==> src/rtl/wats_pkg.sv <==
// ----------------------------------------------------------------------------
// wats_pkg
// Shared types and constants for the weekday alarm table with snooze.
// ----------------------------------------------------------------------------
package wats_pkg;

    localparam logic [2:0] ACT_TICK   = 3'd0;
    localparam logic [2:0] ACT_ADD    = 3'd1;
    localparam logic [2:0] ACT_DELETE = 3'd2;
    localparam logic [2:0] ACT_SNOOZE = 3'd3;
    localparam logic [2:0] ACT_TOGGLE = 3'd4;

    localparam int          MINUTES_PER_DAY = 24 * 60;
    localparam logic [10:0] NO_MINUTE       = 11'd2047;

    typedef struct packed {
        logic [10:0] minute;
        logic [6:0]  days;
        logic [10:0] snooze_len;
    } t_slot_cfg;

    typedef struct packed {
        logic cfg_we;
        logic snz_we;
    } t_mem_wr;

    typedef struct packed {
        logic [2:0]  action;
        logic [3:0]  slot;
        logic [10:0] now_minute;
        logic [2:0]  weekday;
        logic [10:0] alarm_minute;
        logic [6:0]  alarm_days;
        logic        alarm_on;
        logic [10:0] alarm_snooze_len;
        logic        alarm_ringing;
    } t_item;

endpackage

==> src/rtl/wats_slot_mem.sv <==
// ----------------------------------------------------------------------------
// wats_slot_mem
// Per-slot storage: alarm settings and pending snooze minute, one write and
// one registered read per cycle for each array.
// ----------------------------------------------------------------------------
module wats_slot_mem
    import wats_pkg::*;
#(
    parameter int NUM_ALARMS = 16,
    parameter int IW         = 4
) (
    input  logic            i_clk,
    input  t_mem_wr         i_wr,
    input  logic [IW-1:0]   i_waddr,
    input  t_slot_cfg       i_wcfg,
    input  logic [10:0]     i_wsnz,
    input  logic [IW-1:0]   i_raddr,
    output t_slot_cfg       o_rcfg,
    output logic [10:0]     o_rsnz
);

    t_slot_cfg   cfg_mem [NUM_ALARMS];
    logic [10:0] snz_mem [NUM_ALARMS];

    always_ff @(posedge i_clk) begin
        if (i_wr.cfg_we) begin
            cfg_mem[i_waddr] <= i_wcfg;
        end
        o_rcfg <= cfg_mem[i_raddr];
    end

    always_ff @(posedge i_clk) begin
        if (i_wr.snz_we) begin
            snz_mem[i_waddr] <= i_wsnz;
        end
        o_rsnz <= snz_mem[i_raddr];
    end

endmodule

==> src/rtl/weekday_alarm_table_with_snooze.sv <==
// ----------------------------------------------------------------------------
// weekday_alarm_table_with_snooze
// Indexed alarm table with weekday masks, enable/playing bits and snooze.
//
// Input stream: s_axis_tuser carries the action code (tick, add, delete,
// snooze, toggle); s_axis_tdata carries slot, minute, weekday and the
// settings of an added alarm. Every input transfer yields exactly one output
// transfer on m_axis with the any_fired flag and the playing, snoozed and
// enabled masks of slots 0..15 after the item.
// Items are handled one at a time. Add, delete, toggle, unknown codes and a
// tick on an already seen minute pass through the execute and finish states.
// A snooze adds a memory read, the add and up to two mod-1440 steps. A tick
// on a new minute walks the slot memory one entry a cycle through its read
// port, from slot 0 to the last slot.
// The next item is taken while a finished result still waits in the output
// register; a stalled receiver only holds up the end of that next item.
// Reset clears all slot flags, the output valid and sets the last minute to
// the no-minute value; the slot memories are not cleared and need no pass.
// ----------------------------------------------------------------------------
module weekday_alarm_table_with_snooze
    import wats_pkg::*;
#(
    parameter int NUM_ALARMS = 16
) (
    input  logic        i_clk,
    input  logic        i_rst_n,
    input  logic        s_axis_tvalid,
    output logic        s_axis_tready,
    // slot[3:0], now_minute[14:4], weekday[17:15], alarm_minute[28:18],
    // alarm_days[35:29], alarm_on[36], alarm_snooze_len[47:37],
    // alarm_ringing[48], zero[55:49]
    input  logic [55:0] s_axis_tdata,
    // action[2:0]
    input  logic [2:0]  s_axis_tuser,
    output logic        m_axis_tvalid,
    input  logic        m_axis_tready,
    // any_fired[0], playing_mask[16:1], snoozed_mask[32:17],
    // enabled_mask[48:33], zero[55:49]
    output logic [55:0] m_axis_tdata
);

    localparam int IW   = (NUM_ALARMS > 1) ? $clog2(NUM_ALARMS) : 1;
    localparam int MW   = (NUM_ALARMS > 16) ? NUM_ALARMS : 16;
    localparam logic [IW-1:0] LAST = IW'(NUM_ALARMS - 1);

    localparam logic [2:0] S_IDLE = 3'd0;
    localparam logic [2:0] S_EXEC = 3'd1;
    localparam logic [2:0] S_WALK = 3'd2;
    localparam logic [2:0] S_SUM  = 3'd3;
    localparam logic [2:0] S_MOD  = 3'd4;
    localparam logic [2:0] S_FIN  = 3'd5;

    logic [2:0]            r_state, n_state;
    t_item                 r_item, n_item;
    logic [10:0]           r_last, n_last;
    logic [NUM_ALARMS-1:0] r_valid, n_valid;
    logic [NUM_ALARMS-1:0] r_en, n_en;
    logic [NUM_ALARMS-1:0] r_play, n_play;
    logic [NUM_ALARMS-1:0] r_pend, n_pend;
    logic [IW-1:0]         r_idx, n_idx;
    logic [IW-1:0]         r_pidx, n_pidx;
    logic                  r_issue, n_issue;
    logic                  r_rdv, n_rdv;
    logic                  r_fired, n_fired;
    logic [11:0]           r_sum, n_sum;
    logic                  r_ov, n_ov;
    logic [55:0]           r_odata, n_odata;

    t_mem_wr       mem_wr;
    t_slot_cfg     mem_wcfg;
    t_slot_cfg     mem_rcfg;
    logic [10:0]   mem_rsnz;
    logic [IW-1:0] mem_raddr;
    logic [IW-1:0] s_idx;
    logic          addr_ok;
    logic          in_xfer;
    logic          out_free;
    logic          hit_alarm;
    logic          hit_snz;
    logic [7:0]    days_pad;
    logic [MW-1:0] play_pad, pend_pad, en_pad;

    assign s_axis_tready = (r_state == S_IDLE);
    assign in_xfer       = s_axis_tvalid && s_axis_tready;
    assign out_free      = !r_ov || m_axis_tready;
    assign m_axis_tvalid = r_ov;
    assign m_axis_tdata  = r_odata;

    assign s_idx     = IW'({{IW{1'b0}}, r_item.slot});
    assign addr_ok   = {3'b000, r_item.slot} < 7'(NUM_ALARMS);
    assign mem_raddr = (r_state == S_WALK) ? r_idx : s_idx;

    assign mem_wcfg.minute     = r_item.alarm_minute;
    assign mem_wcfg.days       = r_item.alarm_days;
    assign mem_wcfg.snooze_len = r_item.alarm_snooze_len;

    assign days_pad  = {1'b0, mem_rcfg.days};
    assign hit_alarm = r_valid[r_pidx] && r_en[r_pidx] && !r_play[r_pidx]
                       && (mem_rcfg.minute == r_item.now_minute)
                       && days_pad[r_item.weekday];
    assign hit_snz   = r_pend[r_pidx] && (mem_rsnz == r_item.now_minute);

    assign play_pad = MW'(n_play);
    assign pend_pad = MW'(n_pend);
    assign en_pad   = MW'(n_en);

    wats_slot_mem #(
        .NUM_ALARMS (NUM_ALARMS),
        .IW         (IW)
    ) u_mem (
        .i_clk   (i_clk),
        .i_wr    (mem_wr),
        .i_waddr (s_idx),
        .i_wcfg  (mem_wcfg),
        .i_wsnz  (r_sum[10:0]),
        .i_raddr (mem_raddr),
        .o_rcfg  (mem_rcfg),
        .o_rsnz  (mem_rsnz)
    );

    always_comb begin
        n_state = r_state;
        n_item  = r_item;
        n_last  = r_last;
        n_valid = r_valid;
        n_en    = r_en;
        n_play  = r_play;
        n_pend  = r_pend;
        n_idx   = r_idx;
        n_pidx  = r_pidx;
        n_issue = r_issue;
        n_rdv   = r_rdv;
        n_fired = r_fired;
        n_sum   = r_sum;
        n_ov    = r_ov && !m_axis_tready;
        n_odata = r_odata;
        mem_wr  = '0;

        case (r_state)
            S_IDLE: begin
                if (in_xfer) begin
                    n_item = {s_axis_tuser, s_axis_tdata[3:0], s_axis_tdata[14:4],
                              s_axis_tdata[17:15], s_axis_tdata[28:18],
                              s_axis_tdata[35:29], s_axis_tdata[36],
                              s_axis_tdata[47:37], s_axis_tdata[48]};
                    n_fired = 1'b0;
                    n_state = S_EXEC;
                end
            end
            S_EXEC: begin
                n_state = S_FIN;
                case (r_item.action)
                    ACT_TICK: begin
                        if (r_item.now_minute != r_last) begin
                            n_last  = r_item.now_minute;
                            n_idx   = '0;
                            n_issue = 1'b1;
                            n_rdv   = 1'b0;
                            n_state = S_WALK;
                        end
                    end
                    ACT_ADD: begin
                        if (addr_ok) begin
                            mem_wr.cfg_we  = 1'b1;
                            n_valid[s_idx] = 1'b1;
                            n_en[s_idx]    = r_item.alarm_on;
                            n_play[s_idx]  = r_item.alarm_ringing;
                            n_pend[s_idx]  = 1'b0;
                        end
                    end
                    ACT_DELETE: begin
                        if (addr_ok && r_valid[s_idx]) begin
                            n_valid[s_idx] = 1'b0;
                            n_en[s_idx]    = 1'b0;
                            n_play[s_idx]  = 1'b0;
                            n_pend[s_idx]  = 1'b0;
                        end
                    end
                    ACT_SNOOZE: begin
                        if (addr_ok && r_valid[s_idx]) begin
                            n_state = S_SUM;
                        end
                    end
                    ACT_TOGGLE: begin
                        if (addr_ok && r_valid[s_idx]) begin
                            n_en[s_idx]   = !r_en[s_idx];
                            n_pend[s_idx] = 1'b0;
                        end
                    end
                    default: begin
                    end
                endcase
            end
            S_WALK: begin
                n_rdv  = r_issue;
                n_pidx = r_idx;
                if (r_issue) begin
                    if (r_idx == LAST) begin
                        n_issue = 1'b0;
                    end else begin
                        n_idx = r_idx + 1'b1;
                    end
                end
                if (r_rdv) begin
                    if (hit_alarm || hit_snz) begin
                        n_play[r_pidx] = 1'b1;
                        n_fired        = 1'b1;
                    end
                    if (hit_snz) begin
                        n_pend[r_pidx] = 1'b0;
                    end
                    if (r_pidx == LAST) begin
                        n_state = S_FIN;
                    end
                end
            end
            S_SUM: begin
                n_sum   = {1'b0, r_item.now_minute} + {1'b0, mem_rcfg.snooze_len};
                n_state = S_MOD;
            end
            S_MOD: begin
                if (r_sum >= 12'(MINUTES_PER_DAY)) begin
                    n_sum = r_sum - 12'(MINUTES_PER_DAY);
                end else begin
                    mem_wr.snz_we = 1'b1;
                    n_play[s_idx] = 1'b0;
                    n_pend[s_idx] = 1'b1;
                    n_state       = S_FIN;
                end
            end
            S_FIN: begin
                if (out_free) begin
                    n_ov    = 1'b1;
                    n_odata = {7'b0, en_pad[15:0], pend_pad[15:0], play_pad[15:0],
                               r_fired};
                    n_state = S_IDLE;
                end
            end
            default: begin
                n_state = S_IDLE;
            end
        endcase
    end

    always_ff @(posedge i_clk) begin
        if (!i_rst_n) begin
            r_state <= S_IDLE;
            r_last  <= NO_MINUTE;
            r_valid <= '0;
            r_en    <= '0;
            r_play  <= '0;
            r_pend  <= '0;
            r_issue <= 1'b0;
            r_rdv   <= 1'b0;
            r_ov    <= 1'b0;
        end else begin
            r_state <= n_state;
            r_last  <= n_last;
            r_valid <= n_valid;
            r_en    <= n_en;
            r_play  <= n_play;
            r_pend  <= n_pend;
            r_issue <= n_issue;
            r_rdv   <= n_rdv;
            r_ov    <= n_ov;
        end
    end

    always_ff @(posedge i_clk) begin
        r_item  <= n_item;
        r_idx   <= n_idx;
        r_pidx  <= n_pidx;
        r_fired <= n_fired;
        r_sum   <= n_sum;
        r_odata <= n_odata;
    end

endmodule

==> config.mk <==
export PLATFORM = sky130hd
export DESIGN_NAME = weekday_alarm_table_with_snooze
export DESIGN_NICKNAME = d
export VERILOG_FILES = /design/src/rtl/wats_pkg.sv /design/src/rtl/wats_slot_mem.sv /design/src/rtl/weekday_alarm_table_with_snooze.sv
export SDC_FILE = /design/constraint.sdc
export NUM_CORES = 1
export LEC_CHECK = 0
export ABC_AREA = 1
export BUFFER_PORTS_ARGS = -buffer_cell sky130_fd_sc_hd__clkbuf_2
export CAP_MARGIN = 25
export CORE_MARGIN = 2
export CORE_UTILIZATION = 45
export DETAILED_ROUTE_END_ITERATION = 7
export HOLD_SLACK_MARGIN = 0.05
export PLACE_DENSITY = 0.6
export SYNTH_ARGS = -nofsm -noshare
export SYNTH_HDL_FRONTEND = slang
export SYNTH_SLANG_ARGS = --single-unit
==> constraint.sdc <==
create_clock -name i_clk -period 3.6 [get_ports i_clk]
set_input_delay 0.54 -clock i_clk [delete_from_list [all_inputs] [get_ports i_clk]]
set_output_delay 0.54 -clock i_clk [all_outputs]
set_load 0.02 [all_outputs]
* Word level (Yosys, flattened, before mapping)
Memory sizes are Yosys's and may differ from the RTL's. A register that Yosys moved wholly into a read port is not among the register bits.
Index checks and enable logic that the tools add are counted.
** Storage, ports and cells
- Register bits after elaboration :: 203
- Memory bits (writable) :: 640
- Output and inout port bits :: 58
- Logic and storage cells :: 179
- Memories :: 2
** Memory list
- u_mem.cfg_mem :: depth 16, width 29, rd ports 1, clocked after memory_dff 1, wr ports 1, line wats_slot_mem.sv:22 : t_slot_cfg cfg_mem [NUM_ALARMS];
- u_mem.snz_mem :: depth 16, width 11, rd ports 1, clocked after memory_dff 1, wr ports 1, line wats_slot_mem.sv:23 : logic [10:0] snz_mem [NUM_ALARMS];
** Operators by class
- Add/subtract/negate cells :: 3
- Order comparisons :: 6
- Equality and inequality tests :: 26
- Mux-type cells :: 78
- Bitwise operators :: 10
- Reduce and logical (&&, ||, !) cells :: 31
** Operator list (number)
- $mux W16 :: 12
- $pmux W16 S3 :: 3
- $pmux W16 S2 :: 3
- $and A16 B16 Y16 :: 5
- $bwmux W16 :: 3
- $or A16 B16 Y16 :: 3
- $not A16 Y16 :: 2
- $mux W1 :: 28
- $bmux W1 S4 :: 6
- $pmux W12 S2 :: 1
- $eq A11 B11 Y1 :: 2
- $mux W3 :: 7
- $mux W4 :: 5
- $pmux W3 S6 :: 1
- $ne A2 B2 Y1 const B :: 8
- $add A11 B11 Y12 :: 1
- $eq A3 B2 Y1 const B :: 4
- $ge A12 B11 Y1 const B :: 1
- $mux W12 :: 1
- $sub A12 B11 Y12 const B :: 1
- $ne A11 B11 Y1 :: 1
- $lt A4 B5 Y1 const B :: 2
- $reduce_and A5 Y1 :: 2
- $eq A3 B3 Y1 const B :: 3
- other kinds (20) :: 49

* Longest topological paths before layout
Gate-level depths: netlist (run 1).
- Depth in word-level cells :: 10
- Gate-level depth with buffers :: 19
- Depth with buffers taken out :: 16

* Hierarchy
Synthesis (run 1) repeated with hierarchy kept, for this count alone.
** Second synthesis, totals
- Cell total of the unflattened synthesis :: 4157
- Area total of the unflattened synthesis :: 39684.3 um^2
** Modules (own cells, without submodules)
- wats_slot_mem :: times used 1, cells each 2677, area an instance 28507.3 um^2, sequential area each 20019.2 um^2
- weekday_alarm_table_with_snooze :: times used 1, cells each 1480, area an instance 11177.0 um^2, sequential area each 5285.1 um^2

* Least setup slack after synthesis (run 1)
No wires, ideal clock.
- Path type :: register -> register
- Start point :: register r_item[51] (netlist bit)
- End point :: memory u_mem.cfg_mem[1][0] (netlist bit), enable pin
- Data arrival time :: 3.208 ns
- Data required time :: 3.149 ns
- Path slack :: -0.059 ns
- Cell stages (with the launch flop) :: 7
- Path buffers :: 1
- Cells stage by stage :: edfxtp_1 nor3_2 inv_2 nor2_1 inv_1 clkbuf_1 nor3_1
** On the way
- Longest elaborated chain between the ends :: 5
** Ends and longest elaborated chain
- start, declared :: line weekday_alarm_table_with_snooze.sv:54 : t_item r_item, n_item;
- start signal, assigned :: line weekday_alarm_table_with_snooze.sv:270 : r_item <= n_item;
- $eq A3 B1 Y1 :: line weekday_alarm_table_with_snooze.sv:152 : case (r_item.action)
- $mux W1 :: line weekday_alarm_table_with_snooze.sv:152
- $mux W1 :: line weekday_alarm_table_with_snooze.sv:139 : case (r_state)
- $mux W1 :: line wats_slot_mem.sv:26 : if (i_wr.cfg_we) begin
- $mux W1 (not written as such) :: line wats_slot_mem.sv:27 : cfg_mem[i_waddr] <= i_wcfg;
- end, declared :: line wats_slot_mem.sv:22
No other way between the ends.

* Final worst setup path (run 1)
- Start point :: register r_item, in the netlist s_idx[0]
- End point :: register r_odata[26] (netlist: m_axis_tdata[26]), data pin
** On the way
- Longest elaborated chain between the ends :: 9
- Elaborated cells on any way between the ends :: 14
- Those cells by class :: order compare (2); mux (8); bitwise (3); reduce/logical (1)
** Ends and longest elaborated chain
- $lt A4 B5 Y1 (not written as such) / $ge A4 B1 Y1 (equally long branches)
- $logic_and A1 B1 Y1 (not written as such)
- $mux W1 (not written as such)
- $demux W1 S4
- $not A16 Y16 (no line)
- $and A16 B16 Y16 (no line)
- $mux W16 :: line weekday_alarm_table_with_snooze.sv:172, weekday_alarm_table_with_snooze.sv:185
- $pmux W16 S2 :: line weekday_alarm_table_with_snooze.sv:152
- $pmux W16 S3 * :: line weekday_alarm_table_with_snooze.sv:139
- via n_pend[9] :: line weekday_alarm_table_with_snooze.sv:59 : logic [NUM_ALARMS-1:0] r_pend, n_pend;
- end signal, assigned :: line weekday_alarm_table_with_snooze.sv:275 : r_odata <= n_odata;
- end, declared :: line weekday_alarm_table_with_snooze.sv:67 : logic [55:0] r_odata, n_odata;
The timed path passes the listed nets; every way through them passes the cells marked *. The select of a mux whose other input is x is not followed.
A chain may end at the register's enable or synchronous reset.

==> results.md, run 1 <==
- The run finished with clean final reports.
- Port buffering added about 110 buffers.
- The signal on the critical path passes through inv_2 > nor2_1 > inv_2 > nor2_1 > inv_1 > nor2_1 > nand2_1 > nand2_1 > nand3_1 > nand2_1 > inv_1.
- The final instance count without filler cells is between 4k and 5k.
- The synthesized netlist occupies a cell area of 36600 sq um.
- The count of pins over their slew limit was 0.
- For this run the aggregate overflow at the end of global routing stands at 0.
- At the pin with the least slew margin, the transition time is 0.904 ns.
- After detailed routing, the number of vias per cell comes to 5.45.
- The count of pins on the block boundary is 121.
- The number of placement rows is 104.
- In the synthesized netlist the dominant register cell turns out to be edfxtp_1.
- The layout has between 6k and 7k filler cells.
- The critical path in this run is classified as reg -> reg.
- The full die area is between 80000 and 90000 sq um.
- The core footprint is 80500 sq um.
- The die boundary height is 289 um.
- TritonCTS built the clock tree.
- TritonCTS created 91 clock buffers.
- Counting tap cells, the placed design contains a total of roughly 4.4k instances.
- Prior to clock tree synthesis, the placed netlist has a worst setup slack of 0.518 ns.
- Adding up every negative setup slack in the final design gives 0 ns.
- STA classifies the critical path endpoint as a register.
- For the worst setup path, the data arrival time is 3.53 ns.
- The dominant cell type by area after synthesis is edfxtp_1.
- The leakage power figure is 0.0148 uW.
- The area share of the largest cell type after synthesis is 62.5%.
- The half-perimeter wire length of the detailed placement result is 56800 um.
- Power spread over the standard cell area amounts to 673 nW/um^2.
- During synthesis, Yosys emitted a total of 0 warnings.
- The instance count of the mapped netlist is 3299.
- Subtracting the final worst setup slack from the clock period gives 3.13 ns.
- The flip-flop and latch count after synthesis is 883.
- The maximum frequency from static timing analysis is about 320 MHz.
- Before antenna repair, the detailed router went through 5 iterations.
- The final worst clock skew is 0.0328 ns.
- Hold timing on the final database bottoms out at a slack of 0.0806 ns.
- The number of distinct library cell variants in the gate-level netlist after synthesis is between 40 and 50.
- Max-cap violations in this run came to 0.
- 0 antenna diodes ended up in the layout.
- At the end of the flow, the number of nets in the layout was between 3k and 4k.
- The total global-route track usage is 23.1%.
- The sequential share of the synthesized area is ~69%.
- The maximum fanout along the worst path is 14.
- The critical path's slowest cell is edfxtp_1.
- The number of antenna violations at the first check in global routing is 0.
- The number of buffers added for setup after CTS is 0.
- Sorting the synthesized cells by area gives the leading types as edfxtp_1 (62%), dfxtp_1 (6.6%), nor2_1 (6.5%), nand2_1 (4.8%), o21ai_0 (3.8%).
- The first global-routing pass estimated 145000 um of wire.
- The H-tree depth is 3.
- The count of flip-flops with a built-in enable after synthesis is 762.
- Leaving out fill and tap cells, the most frequent cell in the layout is edfxtp_1.
- In this run, post-CTS repair resized a total of 0 instances.
- The final-report hold violation count was 0.
- After detailed routing, the average wire length per cell comes to 21.2 um.
- The routed wire length is 96400 um.
- The path class of the tightest hold or removal check is in -> reg.
- Leaving out fill and tap cells, the most frequent cells in the layout are edfxtp_1 (762), nor2_1 (622), nand2_1 (470).
- Measured against its own limit, the worst slew margin works out to about two fifths.
- The insertion delay of the later-clocked pin in the worst-skew pair is around 0.65 ns.
- The post-route netlist has between 10% and 20% of its cells at a drive strength greater than 1.
- The mean post-synth cell area is 11.1 sq um.
- The growth of design area from synthesis to finish is 14.5%.
- STA puts the critical path data required time at 4.00 ns.
- After clock tree synthesis, the clock-pin slew on the worst setup and hold paths is 0.06 ns.
- The element type at the critical path start is a register.
- Once the floorplan was initialized, standard cells occupied 45.5% of the core.
- The via count of the first global-routing pass was roughly 24k.
- From left edge to right edge, the die measures 289 um.
- The final setup violation count is 0.
- The largest voltage drop on the vdd net is roughly 330 uV.
- The tree is rooted in a clkbuf_16.
- The pin count of the biggest net entering global routing is 115.
- After synthesis, the share of flip-flops with an asynchronous set or reset is 0%.
- The number of sinks handled by clock tree synthesis is 883.
- The residual DRC count is 0.
- Setup repair after global routing left no endpoint under its margin.
- Cells fill 52.1% of the core in the end.
- The longest clock path from root to sink contains 3 buffers.
- The number of DRC markers after the initial detailed-route iteration is 2504.
- The placer congestion estimate is around 1.
- The delay of the slowest critical-path stage is approximately 0.67 ns.
- Once detail routing completed, the nets flagged for antenna violations numbered 0.
- In the finished design, the share of the clock period the worst path needs comes to 87.0%.
- The worst-case setup margin in the final layout is 0.468 ns.
- The detailed-route via count is around 25k.
[power by group]
group	leakage, uW	internal (uW)	total, uW	switching, uW
registers	0.00788	12200	12900	778
clock network	0.00150	5640	9510	3870
logic	0.00545	1790	5770	3970
[area by class of cell]
type / instances / area (sq um) / area share (%)
flip-flops and latches: 883 / 25300 / 60.3
clock inverters: 41 / 444 / 1.06
well taps: 1060 / 1330 / 3.16
repair buffers: 198 / 1630 / 3.88
multi-input cells: 2076 / 10000 / 23.9
clock buffers: 128 / 2610 / 6.22
inverters: 163 / 627 / 1.49
[state kept, by name, summed over array words and instances (netlist names), named ones only]
| register | flops |
|---|---|
| r_rdv | 1 |
| r_idx | 4 |
| m_axis_tvalid | 1 |
| r_play | 16 |
| m_axis_tdata | 49 |
| r_state | 3 |
| u_mem.snz_mem | 176 |
| u_mem.cfg_mem | 464 |
| u_mem.o_rcfg | 29 |
| r_pend | 16 |
| r_sum | 12 |
| r_en | 16 |
| r_item | 19 |
| r_pidx | 4 |
| s_idx | 4 |
| r_fired | 1 |
| r_issue | 1 |
| mem_wcfg | 29 |
| u_mem.o_rsnz | 11 |
| r_last | 11 |
[worst paths after layout]
kind | startpoint | end | slack (ns) | depth (start not counted)
min reg2reg | r_idx[3] | r_pidx[3] | 0.45 | 0
max | s_idx[0] | m_axis_tdata[26] | 0.47 | 11
max reg2reg | s_idx[0] | m_axis_tdata[26] | 0.47 | 11
min | s_axis_tdata[39] | mem_wcfg[2] | 0.08 | 1
[cell families (layout without fill, tap and decap cells)]
kind of cell    count (synthesis)  in the layout  share of synthesized area [%]
simple gates                 1294           1294                           14.3
flops                         883            883                           69.1
compound gates                732            732                           11.4
buf+inv                       346            530                           4.09
xor+xnor                       29             29                          0.693
fa+ha+maj                      14             14                          0.499
other cells                     1              7                         0.0102
[critical path: cells and delay by family, from the launching register on]
family / cells / cell delay (ns)
and+or+nand+nor: 7 / 1.55
DFF: 1 / 0.67
buffers and inverters: 4 / 0.66
[through the flow]
stage / power, uW / cell area (sq um)
floorplan: 16800 / 36700
global placement: 18800 / 38800
detailed placement: 18900 / 38900
CTS: 28400 / 42000
global route: 29600 / 42000
finish: 28200 / 42000
[synth_stat cells, drive strengths merged (2+ instances only)]
cell type,n
ha,13
nand3b,2
a22oi,10
clkbuf,71
o211ai,167
a21oi,93
nor3,16
o21ai,450
nand3,134
nor2,645
nand4,10
o21a,2
xor2,16
edfxtp,762
inv,162
xnor2,13
or2,7
nand2,480
buf,112
dfxtp,121
[layer usage]
metal / routed length, um / global-route usage [%]
met2: 45300 / 37.1
met4: 2580 / 7.23
met1: 41900 / 32.0
met5: 0 / 0
met3: 6610 / 4.06
[repair_timing]
action                                  4_1_cts  5_1_grt
endpoints found under the setup margin        0        0
hold buffers                                  5        0
hold endpoints to repair                      5        0
Note: power is estimated with default switching activity, not from simulation.
==> inputs of run 2 (changes only) <==
--- a/config.mk
+++ b/config.mk
@@ -12,7 +12,8 @@
 export CORE_UTILIZATION = 45
 export DETAILED_ROUTE_END_ITERATION = 7
 export HOLD_SLACK_MARGIN = 0.05
-export PLACE_DENSITY = 0.6
+export MAX_ROUTING_LAYER = met4
+export PLACE_DENSITY = 0.58
 export SYNTH_ARGS = -nofsm -noshare
 export SYNTH_HDL_FRONTEND = slang
 export SYNTH_SLANG_ARGS = --single-unit
==> constraint.sdc (replaced) <==
create_clock -name i_clk -period 3.4 [get_ports i_clk]
set_input_delay 0.51 -clock i_clk [delete_from_list [all_inputs] [get_ports i_clk]]
set_output_delay 0.51 -clock i_clk [all_outputs]
set_load 0.02 [all_outputs]
==> results.md, run 2 (same netlist as run 1, synthesis figures left out) <==
- The half-perimeter wire length of the detailed placement result is 61300 um (+7.9%).
- The routed wirelength normalized by instance count came to 22.0 um (+4.0%).
- The period utilization is 83.6% (-3.4 points).
- The residual DRC count is 0 (unchanged).
- The area taken by multi-input logic gates came to 10000 sq um (about the same).
- The power dissipated by switching net loads is 9370 uW (+8.7%).
- The count of input and output buffers came to 106 (unchanged).
- The routed wire length is 101000 um (+5.2%).
- The count of cells resized by post-cts repair is 0 (unchanged).
- The placer congestion estimate was 0.963 (-1.8%).
- The number of placed instances with taps included is 4386 (+0.27%).
- The count of fill cells added during filler insertion is 6916 (-0.33%).
- The via count of the first global-routing pass was 24.5k (+3.1%).
- The internal power consumption is 20300 uW (+3.8%).
- The largest voltage drop on the vdd net is 531 uV (+63%).
- The final-report hold violation count is 0 (unchanged).
- The worst endpoint data arrival time is 3.26 ns (-0.27 ns).
- The total of max-cap violations is 0 (unchanged).
- The highest layer touched by signal routing is met4.
- Leaving out fill and tap cells, the most frequent cell in the layout is edfxtp_1.
- The final setup violation count is 0 (unchanged).
- The sequential power share is 46.1% (+0.2 points).
- The clock period minus worst slack is 2.84 ns (-0.291 ns).
- The number of buffers inserted during clock tree synthesis was 91 (unchanged).
- The routed length on met2 is 48000 um (+6.0%).
- The kind of end point of the critical path is a register.
- The sequential cell area in the final layout is 25300 sq um (unchanged).
- The full die area is 83700 sq um (unchanged).
- The count of nets left with antenna violations after detail routing is 0 (unchanged).
- The floorplan die width is 289 um (unchanged).
- The maximum root-to-sink buffer count came to 3 (unchanged).
- The number of DRC markers after the initial detailed-route iteration is 2336 (-6.7%).
- The final instance count without filler cells is 4603 (+1.2%).
- The maximum frequency from static timing analysis is 352 MHz (+10%).
- The worst-margin pin slew is 1.05 ns (+0.150 ns).
- Setup repair after global routing left no endpoint under its margin.
- The setup slack of the most critical reg-to-reg path is 0.56 ns (+0.09 ns).
- The tightest slew margin relative to the limit is 29.7% (-9.8 points).
- The fraction of power consumed by the clock network was 32.5% (-1.2 points).
- The residual overflow from global routing is 0 (unchanged).
- The first-pass GRT wire length is 152000 um (+5.1%).
- The final worst clock skew was 0.0433 ns (+0.0105 ns).
- The final worst hold slack was 0.0789 ns (-0.00175 ns).
- The maximum fanout along the worst path was 13 (-1).
- The growth of design area from synthesis to finish is 15.5%.
- The detailed-route via count is 25.5k (+2.7%).
- The insertion delay of the later-clocked pin in the worst-skew pair was 0.66 ns (about the same).
- The number of search-and-repair iterations in the first detailed-routing pass was 7 (+2).
- STA classifies the critical path startpoint as a register.
- The die boundary height is 289 um (unchanged).
- The count of pins over their slew limit was 0 (unchanged).
- The met3 wirelength from detailed routing was 5940 um (-10%).
- The initial standard-cell utilization of the core is 45.5% (unchanged).
- The post-CTS clock slew at the launch and capture registers of the worst setup and hold paths is 0.06 ns (about the same).
- The leakage power figure is 0.0150 uW (+1.0%).
- The number of antenna violations at the first check in global routing is 1 (+1).
- The routed metal-1 wirelength is 45300 um (+8.1%).
- The number of placement rows is 104 (unchanged).
- The H-tree depth is 3 (unchanged).
- The count of pins on the block boundary is 121 (unchanged).
- The relative contribution of combinational cells to total power is 21.4% (+1.0 points).
- The core footprint came to 80500 sq um (unchanged).
- The net count of the finished layout is 3542 (+1.5%).
- The library cells used most frequently in the layout, excluding fill and tap cells, are edfxtp_1 (762), nor2_1 (622), nand2_1 (470).
- The total global-route track usage is 25.1% (+2.0 points).
- The number of sinks handled by clock tree synthesis is 883 (unchanged).
- TritonCTS built the clock tree.
- The run finished with clean final reports.
- The switching fraction of total power came to 31.5% (+0.98 points).
- The register containing the most flip-flops in the final layout is u_mem.cfg_mem.
- The tree is rooted in a clkbuf_16.
- The share of post-route cells with drive strength above 1 was 11.7% (-0.063 points).
- The data required time at the worst endpoint is 3.82 ns (-0.18 ns).
- The type of the worst min-delay path is in -> reg.
- The routed via count divided by cell count came to 5.53 (+1.5%).
- The critical path class is reg -> reg.
- The number of flip-flops in the largest register came to 464 (unchanged).
- The ratio of total power to cell area is 702 nW/um^2 (+4.4%).
- The pin count of the biggest net entering global routing was 233 (+100%).
==> run 2: cell types whose count changed in the layout (fill, tap and decap cells not counted), sizes merged <==
cell | previous run | this run
clkinv | 30 | 40
clkinvlp | 1 | 2
dlygate4sd3 | 5 | 46
clkbuf | 234 | 227
diode | 0 | 1
bufinv | 8 | 5
buf | 87 | 98
==> run 2: power by group through the flow <==
stage                     Combinational [uW]  Sequential (uW)  Clock (uW)
final                                   6350            13700        9660
after global placement                  6160            13900           0
after detailed placement                6270            13900           0
after floorplan                         4210            13600           0
after global routing                    7060            13800       10300
after CTS                               6340            13700        9860
==> run 2: critical path: stages (launching register included) <==
cell and delay (ns):
edfxtp_1 0.48, nor3_4 0.49, inv_2 0.26, nand2_2 0.22, nor2_1 0.10, a21oi_2 0.33
buf_4 0.22, nand2_1 0.08, nand2_1 0.16, nand3_1 0.14, nand2_1 0.11, inv_1 0.04
==> run 2: final cells by class <==
cell class / instances / share of cell area, %
multi-input cells: 2076 / 23.7
clock inverters: 49 / 1.06
clock buffers: 121 / 5.82
diodes: 1 / 0.00591
flip-flops and latches: 883 / 59.8
well taps: 1060 / 3.13
repair buffers: 250 / 5.00
inverters: 163 / 1.48
==> run 2: final timing paths <==
check,end,start,cells past startpoint
setup / recovery,m_axis_tdata[25],r_item[51],11
hold / removal,mem_wcfg[18],s_axis_tdata[18],1
setup reg to reg,m_axis_tdata[25],r_item[51],11
hold reg to reg,m_axis_tdata[0],r_fired,0
==> run 2: repair_timing <==
item / 4_1_cts / 5_1_grt
endpoints found under the hold margin: 46 / 0
buffers inserted: 0 / 0
hold buffers: 46 / 0
==> run 2: per-stage QoR <==
| stage | setup TNS, ns | cell area [sq um] | utilization, % | power, uW | setup WS (ns) |
|---|---|---|---|---|---|
| after floorplan | -5.47 | 36700 | - | 17800 | -0.0943 |
| after global placement | 0 | 38900 | 48.4 | 20000 | 0.598 |
| after detailed placement | 0 | 38900 | 48.4 | 20200 | 0.570 |
| after CTS | 0 | 42300 | 52.5 | 29900 | 0.591 |
| after global routing | 0 | 42300 | 52.5 | 31200 | 0.327 |
| final | 0 | 42300 | 52.5 | 29700 | 0.559 |
==> run 2: routing by layer <==
| layer | GRT usage, % | up-vias |
|---|---|---|
| met5 | - | - |
| li1 | - | 11900 |
| met1 | 34.5 | 12600 |
| met3 | 3.51 | 147 |
| met4 | 6.37 | 0 |
| met2 | 39.4 | 830 |
